--- config.mk ---
export PLATFORM = sky130hd
export DESIGN_NAME = cpci_front
export DESIGN_NICKNAME = d
export VERILOG_FILES = /design/src/cpci_pkg.sv /design/src/cpci_front.sv
export SDC_FILE = /design/constraint.sdc
export NUM_CORES = 2
export LEC_CHECK = 0
export ABC_AREA = 1
export BUFFER_PORTS_ARGS = -buffer_cell sky130_fd_sc_hd__buf_2
export CORE_ASPECT_RATIO = 0.7
export CORE_MARGIN = 5
export CORE_UTILIZATION = 55
export DETAILED_ROUTE_END_ITERATION = 10
export PLACE_DENSITY = 0.75
export REMOVE_ABC_BUFFERS = 1
export SLEW_MARGIN = 25
export SYNTH_ARGS = -nofsm -noshare
export SYNTH_HDL_FRONTEND = slang
export SYNTH_SLANG_ARGS = --single-unit
--- constraint.sdc ---
create_clock -name i_clk -period 12.1 [get_ports i_clk]
set_input_delay 2.42 -clock i_clk [delete_from_list [all_inputs] [get_ports i_clk]]
set_output_delay 2.42 -clock i_clk [all_outputs]
set_load 0.1 [all_outputs]
--- src/cpci_pkg.sv ---
// Package for the circle pair collision impulse block.
// Holds the fixed-point widths, the pipeline word types and the saturation helper.
// Used by every module under src.
package cpci_pkg;

    // fixed-point format: signed Q(31-FRAC_BITS).FRAC_BITS, range 8..24
    localparam int FRAC_BITS = 16;

    localparam int POS_W = 32;
    localparam int VEL_W = 32;
    localparam int RAD_W = 8;

    // centre / velocity difference, exact
    localparam int DIF_W = POS_W + 1;
    // radius sum in fixed point; bounds |dx|, |dy| and the root when collided
    localparam int RQ_W  = RAD_W + 1 + FRAC_BITS;
    localparam int D2_W  = 2 * RQ_W + 1;
    // radicand handed to the square root
    localparam int SQ_W  = 2 * RQ_W;
    localparam int REM_W = RQ_W + 2;
    // dividend width of the three divider lanes
    localparam int NUM_W = RQ_W + FRAC_BITS;
    // signed normal component, |n| <= 1.0
    localparam int N_W   = FRAC_BITS + 2;
    // ratio split for the two partial products
    localparam int RL_W  = NUM_W / 2;
    localparam int RH_W  = NUM_W - RL_W;
    localparam int PP_W  = NUM_W + RQ_W;
    // dot product chain
    localparam int MP_W  = N_W + DIF_W;
    localparam int SUM_W = MP_W + 1;
    localparam int DOT_W = SUM_W - FRAC_BITS;
    localparam int IP_W  = N_W + DOT_W;
    localparam int IS_W  = IP_W - FRAC_BITS - 1;
    // signed push before saturation
    localparam int PX_W  = RQ_W + 1;

    // divider lanes
    localparam int LANES  = 3;
    localparam int LANE_X = 0;
    localparam int LANE_Y = 1;
    localparam int LANE_R = 2;

    // accept edge to the edge that takes the result
    localparam int LATENCY = 9 + RQ_W + NUM_W;

    localparam logic signed [63:0] SAT_HI = 64'sd2147483647;
    localparam logic signed [63:0] SAT_LO = -64'sd2147483648;

    // one input word
    typedef struct packed {
        logic signed [POS_W-1:0] a_pos_x;
        logic signed [POS_W-1:0] a_pos_y;
        logic        [RAD_W-1:0] a_radius;
        logic signed [VEL_W-1:0] a_vel_x;
        logic signed [VEL_W-1:0] a_vel_y;
        logic signed [POS_W-1:0] b_pos_x;
        logic signed [POS_W-1:0] b_pos_y;
        logic        [RAD_W-1:0] b_radius;
        logic signed [VEL_W-1:0] b_vel_x;
        logic signed [VEL_W-1:0] b_vel_y;
    } t_item;

    // values carried alongside the root and divider pipelines
    typedef struct packed {
        logic        [RQ_W-1:0]  adx;
        logic        [RQ_W-1:0]  ady;
        logic        [RQ_W-1:0]  rq;
        logic                    sx;
        logic                    sy;
        logic signed [DIF_W-1:0] rvx;
        logic signed [DIF_W-1:0] rvy;
        logic                    nocol;
    } t_side;

    // clamp to the signed 32-bit range
    function automatic logic signed [31:0] sat32(input logic signed [63:0] v);
        logic signed [31:0] res;
        if (v > SAT_HI) begin
            res = 32'sh7FFFFFFF;
        end else if (v < SAT_LO) begin
            res = 32'sh80000000;
        end else begin
            res = v[31:0];
        end
        return res;
    endfunction

endpackage

--- src/cpci_front.sv ---
// Front end: differences, early rejects, squares and the overlap compare.
// Three register stages; depends on cpci_pkg.
module cpci_front import cpci_pkg::*; (
    input  logic              i_clk,
    input  logic              i_rst_n,
    input  logic              i_valid,
    input  t_item             i_item,
    output logic              o_valid,
    output logic [SQ_W-1:0]   o_d2,
    output t_side             o_side
);

    // stage A: differences and early rejects
    logic signed [DIF_W-1:0] sA_dx, sA_dy;
    logic        [DIF_W-1:0] sA_adx, sA_ady;
    logic        [RQ_W-1:0]  sA_rq;
    logic                    sA_far, sA_still, sA_zero;

    assign sA_dx  = DIF_W'(i_item.a_pos_x) - DIF_W'(i_item.b_pos_x);
    assign sA_dy  = DIF_W'(i_item.a_pos_y) - DIF_W'(i_item.b_pos_y);
    assign sA_adx = sA_dx[DIF_W-1] ? DIF_W'(-sA_dx) : DIF_W'(sA_dx);
    assign sA_ady = sA_dy[DIF_W-1] ? DIF_W'(-sA_dy) : DIF_W'(sA_dy);
    assign sA_rq  = {(RAD_W+1)'(i_item.a_radius) + (RAD_W+1)'(i_item.b_radius),
                     {FRAC_BITS{1'b0}}};
    // either axis beyond the radius sum already rules out overlap
    assign sA_far   = (sA_adx > DIF_W'(sA_rq)) || (sA_ady > DIF_W'(sA_rq));
    assign sA_still = (i_item.a_vel_x == '0) && (i_item.b_vel_x == '0) &&
                      (i_item.a_vel_y == '0) && (i_item.b_vel_y == '0);
    assign sA_zero  = (sA_adx == '0) && (sA_ady == '0);

    logic  r_a_vld;
    t_side r_a_side;

    always_ff @(posedge i_clk) begin
        if (!i_rst_n) begin
            r_a_vld <= 1'b0;
        end else begin
            r_a_vld <= i_valid;
        end
        r_a_side.adx   <= RQ_W'(sA_adx);
        r_a_side.ady   <= RQ_W'(sA_ady);
        r_a_side.rq    <= sA_rq;
        r_a_side.sx    <= sA_dx[DIF_W-1];
        r_a_side.sy    <= sA_dy[DIF_W-1];
        r_a_side.rvx   <= DIF_W'(i_item.a_vel_x) - DIF_W'(i_item.b_vel_x);
        r_a_side.rvy   <= DIF_W'(i_item.a_vel_y) - DIF_W'(i_item.b_vel_y);
        r_a_side.nocol <= sA_far || sA_still || sA_zero;
    end

    // stage B: squares
    logic              r_b_vld;
    t_side             r_b_side;
    logic [SQ_W-1:0]   r_b_x2, r_b_y2, r_b_r2;

    always_ff @(posedge i_clk) begin
        if (!i_rst_n) begin
            r_b_vld <= 1'b0;
        end else begin
            r_b_vld <= r_a_vld;
        end
        r_b_side <= r_a_side;
        r_b_x2   <= r_a_side.adx * r_a_side.adx;
        r_b_y2   <= r_a_side.ady * r_a_side.ady;
        r_b_r2   <= r_a_side.rq * r_a_side.rq;
    end

    // stage C: squared distance against squared radius sum (touching collides)
    logic [D2_W-1:0] sC_d2;
    t_side           sC_side;
    logic            r_c_vld;
    t_side           r_c_side;
    logic [SQ_W-1:0] r_c_d2;

    assign sC_d2 = D2_W'(r_b_x2) + D2_W'(r_b_y2);

    always_comb begin
        sC_side       = r_b_side;
        sC_side.nocol = r_b_side.nocol || (sC_d2 > D2_W'(r_b_r2));
    end

    always_ff @(posedge i_clk) begin
        if (!i_rst_n) begin
            r_c_vld <= 1'b0;
        end else begin
            r_c_vld <= r_b_vld;
        end
        r_c_side <= sC_side;
        r_c_d2   <= SQ_W'(sC_d2);
    end

    assign o_valid = r_c_vld;
    assign o_d2    = r_c_d2;
    assign o_side  = r_c_side;

endmodule

==> summary.md <==
| Metric | Value |
|---|---|
| Routed vias/inst | `5.10` |
| Setup TNS | `0 ns` |
| Clk slew on worst S/H paths | `0.07 ns` |
| Die ar. | `0.126 mm²` |
| DIE WIDTH | `421 µm` |
| FMAX | `134 MHz` |
| Post-synth EDFFs | `0` |
| FFs w/ async S/R, synth | `0%` |
| Layout cells sized above 1 | `7.99%` |
| IO Pins | `470` |
| WP data arrival | `7.98 ns` |
| Netlist cell types | `54` |
| Synth Flop Type | `dfxtp_1` |
| Slew Limit Fails | `0` |
| Synth Warn # | `0` |
| Fin cells | `10300` |
| Clock sinks | `549` |
| Fin nets | `10600` |
| Antenna violations before repair | `24` |
| Post-synth top cells | `2397 x inv_1, 1719 x nand2_1, 971 x fa_1` |
| Post-layout instance area | `0.0713 mm²` |
| IO Port Bufs | `453` |
| Crit path kind | `register to register` |
| Reg2reg path depth | `27` |
| Post-Syn Area | `0.0652 mm²` |
| DRT Wirelength | `177 mm` |
| Vias in the first global route | `54300` |
| CTS Root Cell | `clkbuf_16` |
| Status | `completed` |
| RSZ-0062 raised after global routing | `no` |
| Yosys top cell area share | `29.8%` |
| DRT Pass-1 Iters | `5` |
| Worst Hold Class | `register to register` |
| Chip height | `298 µm` |
| Sequential cell area fraction in the yosys report | `16.9%` |
| Main area contributors after synthesis | `fa_1 30%, dfxtp_1 17%, inv_1 14%, ha_1 12%, nand2_1 9.9%` |
| Largest net degree at the start of global routing | `48` |
| Post-DRT Antenna Nets | `0` |
| Critical path fanouts, max | `17` |
| CTS HTree Levels | `2` |
| Post-route DRC | `0` |
| Placed Instances | `10200` |
| Core Box Area | `0.117 mm²` |
| Cell Rows | `105` |
| Setup bufs post-CTS | `0` |
| Required @ worst endpoint | `12.64 ns` |
| WL per Instance | `17.1 µm` |
| Initial Util | `55.5%` |
| Type of origin of the critical path | `register` |
| Worst-skew pair later-pin latency | `0.71 ns` |
| Fin crit share | `61.5%` |
| # resized after CTS | `0` |
| HPWL after DPL | `149 mm` |
| Count leader, synth | `inv_1` |
| Starting DRT DRC Count | `3572` |
| Synth Instances | `8319` |
| CTS buffer count | `58` |
| Post-route minimum period | `7.44 ns` |
| Least-Margin Pin Slew | `1.13 ns` |
| First-pass GRT wire length | `285 mm` |
| Routed via count | `52700` |
| Setup crit end kind | `register` |
| Dpl cell area | `0.0690 mm²` |
| Register bit count reported by yosys | `549` |
| Final Wtd Congestion | `0.944` |
| Maxcap violations | `0` |
| Worst rel slew slack | `24.0%` |
| Hold WS | `0.315 ns` |
| Synthesis-to-finish area growth | `9.38%` |
| Hold Buf Count CTS | `0` |
| CTS max path bufs | `3` |
| TritonCTS clock tree | `done` |
| Hold path depth | `0` |
| Final Hold Vio Count | `0` |
| Mean post-synth cell area | `7.83 µm²` |
| Clock skew | `0.0735 ns` |
| GRT overflow | `0` |
| Final setup vio count | `0` |
| Global Route Usage Sum | `28.2%` |
| Synth area leader | `fa_1` |
-- per-layer routing --
| metal | track usage, % | vias to the layer above | part of all wire (%) |
|---|---|---|---|
| met1 | 39.3 | 25200 | 44 |
| met2 | 45.3 | 1829 | 45 |
| met5 | 0 | - | 0.029 |
| li1 | - | 25400 | - |
| met3 | 5.32 | 255 | 8.0 |
| met4 | 7.75 | 12 | 2.9 |
-- placed cells by master (no fill, tap or decap), types with 17 or more instances in the layout --
cell type and count:
o21a_1 17, o21ai_0 133, a31oi_1 76, fa_1 971, buf_4 50, nor2_1 456, xnor2_1 100, dfxtp_1 548
nand3_1 216, nor4_1 50, inv_1 2397, nand4_1 45, o21bai_1 24, xor2_1 166, ha_1 632, nand2_2 27
clkbuf_16 58, nand2_1 1719, nor2_2 17, a21oi_1 347, buf_2 453, nor3_1 33, nand3b_1 22
-- path summary, 6_finish.rpt --
path / slack, ns / startpoint / to
setup / recovery: 4.66 / r_a_side[128] / r_b_x2[44]
hold / removal: 0.32 / r_b_side[58] / o_side[58]
setup reg to reg: 4.66 / r_a_side[128] / r_b_x2[44]
hold reg to reg: 0.32 / r_b_side[58] / o_side[58]
-- flip-flops by register name (all words and copies together), names as in the netlist --
signal	count
r_a_side	128
o_valid	1
r_b_x2	49
r_a_vld	1
r_b_side	126
r_b_vld	1
r_b_r2	16
r_b_y2	49
o_side	128
o_d2	50
-- cells by family (layout without fill, tap and decap cells) --
logic type	after synthesis	after routing	share of synthesized area [%]
AO/OA/AOI/OAI	696	696	6.06
XOR/XNOR	267	267	3.60
adder cells (fa/ha/maj)	1603	1603	42.0
buffers and inverters	2587	3024	15.1
flip-flops	549	549	16.9
other	1	31	0.00575
AND/OR/NAND/NOR	2616	2616	16.4
-- stage by stage --
step	utilization (%)	setup WS, ns
final	60.7	4.66
after global routing	60.7	4.25
after CTS	60.7	4.73
after detailed placement	58.8	4.80
after global placement	58.8	4.57
after floorplan	-	5.52
-- critical path, cell delays in order (launching register included) --
cell and delay (ns):
dfxtp_1 0.58, buf_4 0.35, nand2_1 0.14, fa_1 0.63, inv_1 0.08, fa_1 0.42, fa_1 0.51, inv_1 0.06
fa_1 0.50, inv_1 0.05, fa_1 0.50, fa_1 0.51, inv_1 0.05, fa_1 0.47, inv_1 0.04, ha_1 0.36
nand2_1 0.10, nor2_1 0.19, nand2_1 0.08, nor4_1 0.18, a21oi_1 0.17, inv_1 0.08, a21oi_1 0.10, o21ai_0 0.65
nand2_1 0.10, nand2_1 0.13, a31oi_1 0.10, xnor2_1 0.13
-- final cells by class --
cell class                 count  area (µm²)
inverter                    2412        9050
tap                         1551        1940
clock buffer                  63        1510
clock inverter                46         691
timing repair buffer         503        2640
multi-input combinational   5198       44400
antenna                       15        37.5
sequential                   549       11000
fill                       10500       46200
Power is left out: the tool's default activity adds up to more than one toggle a clock period on the data nets, which glitch-free logic cannot reach.
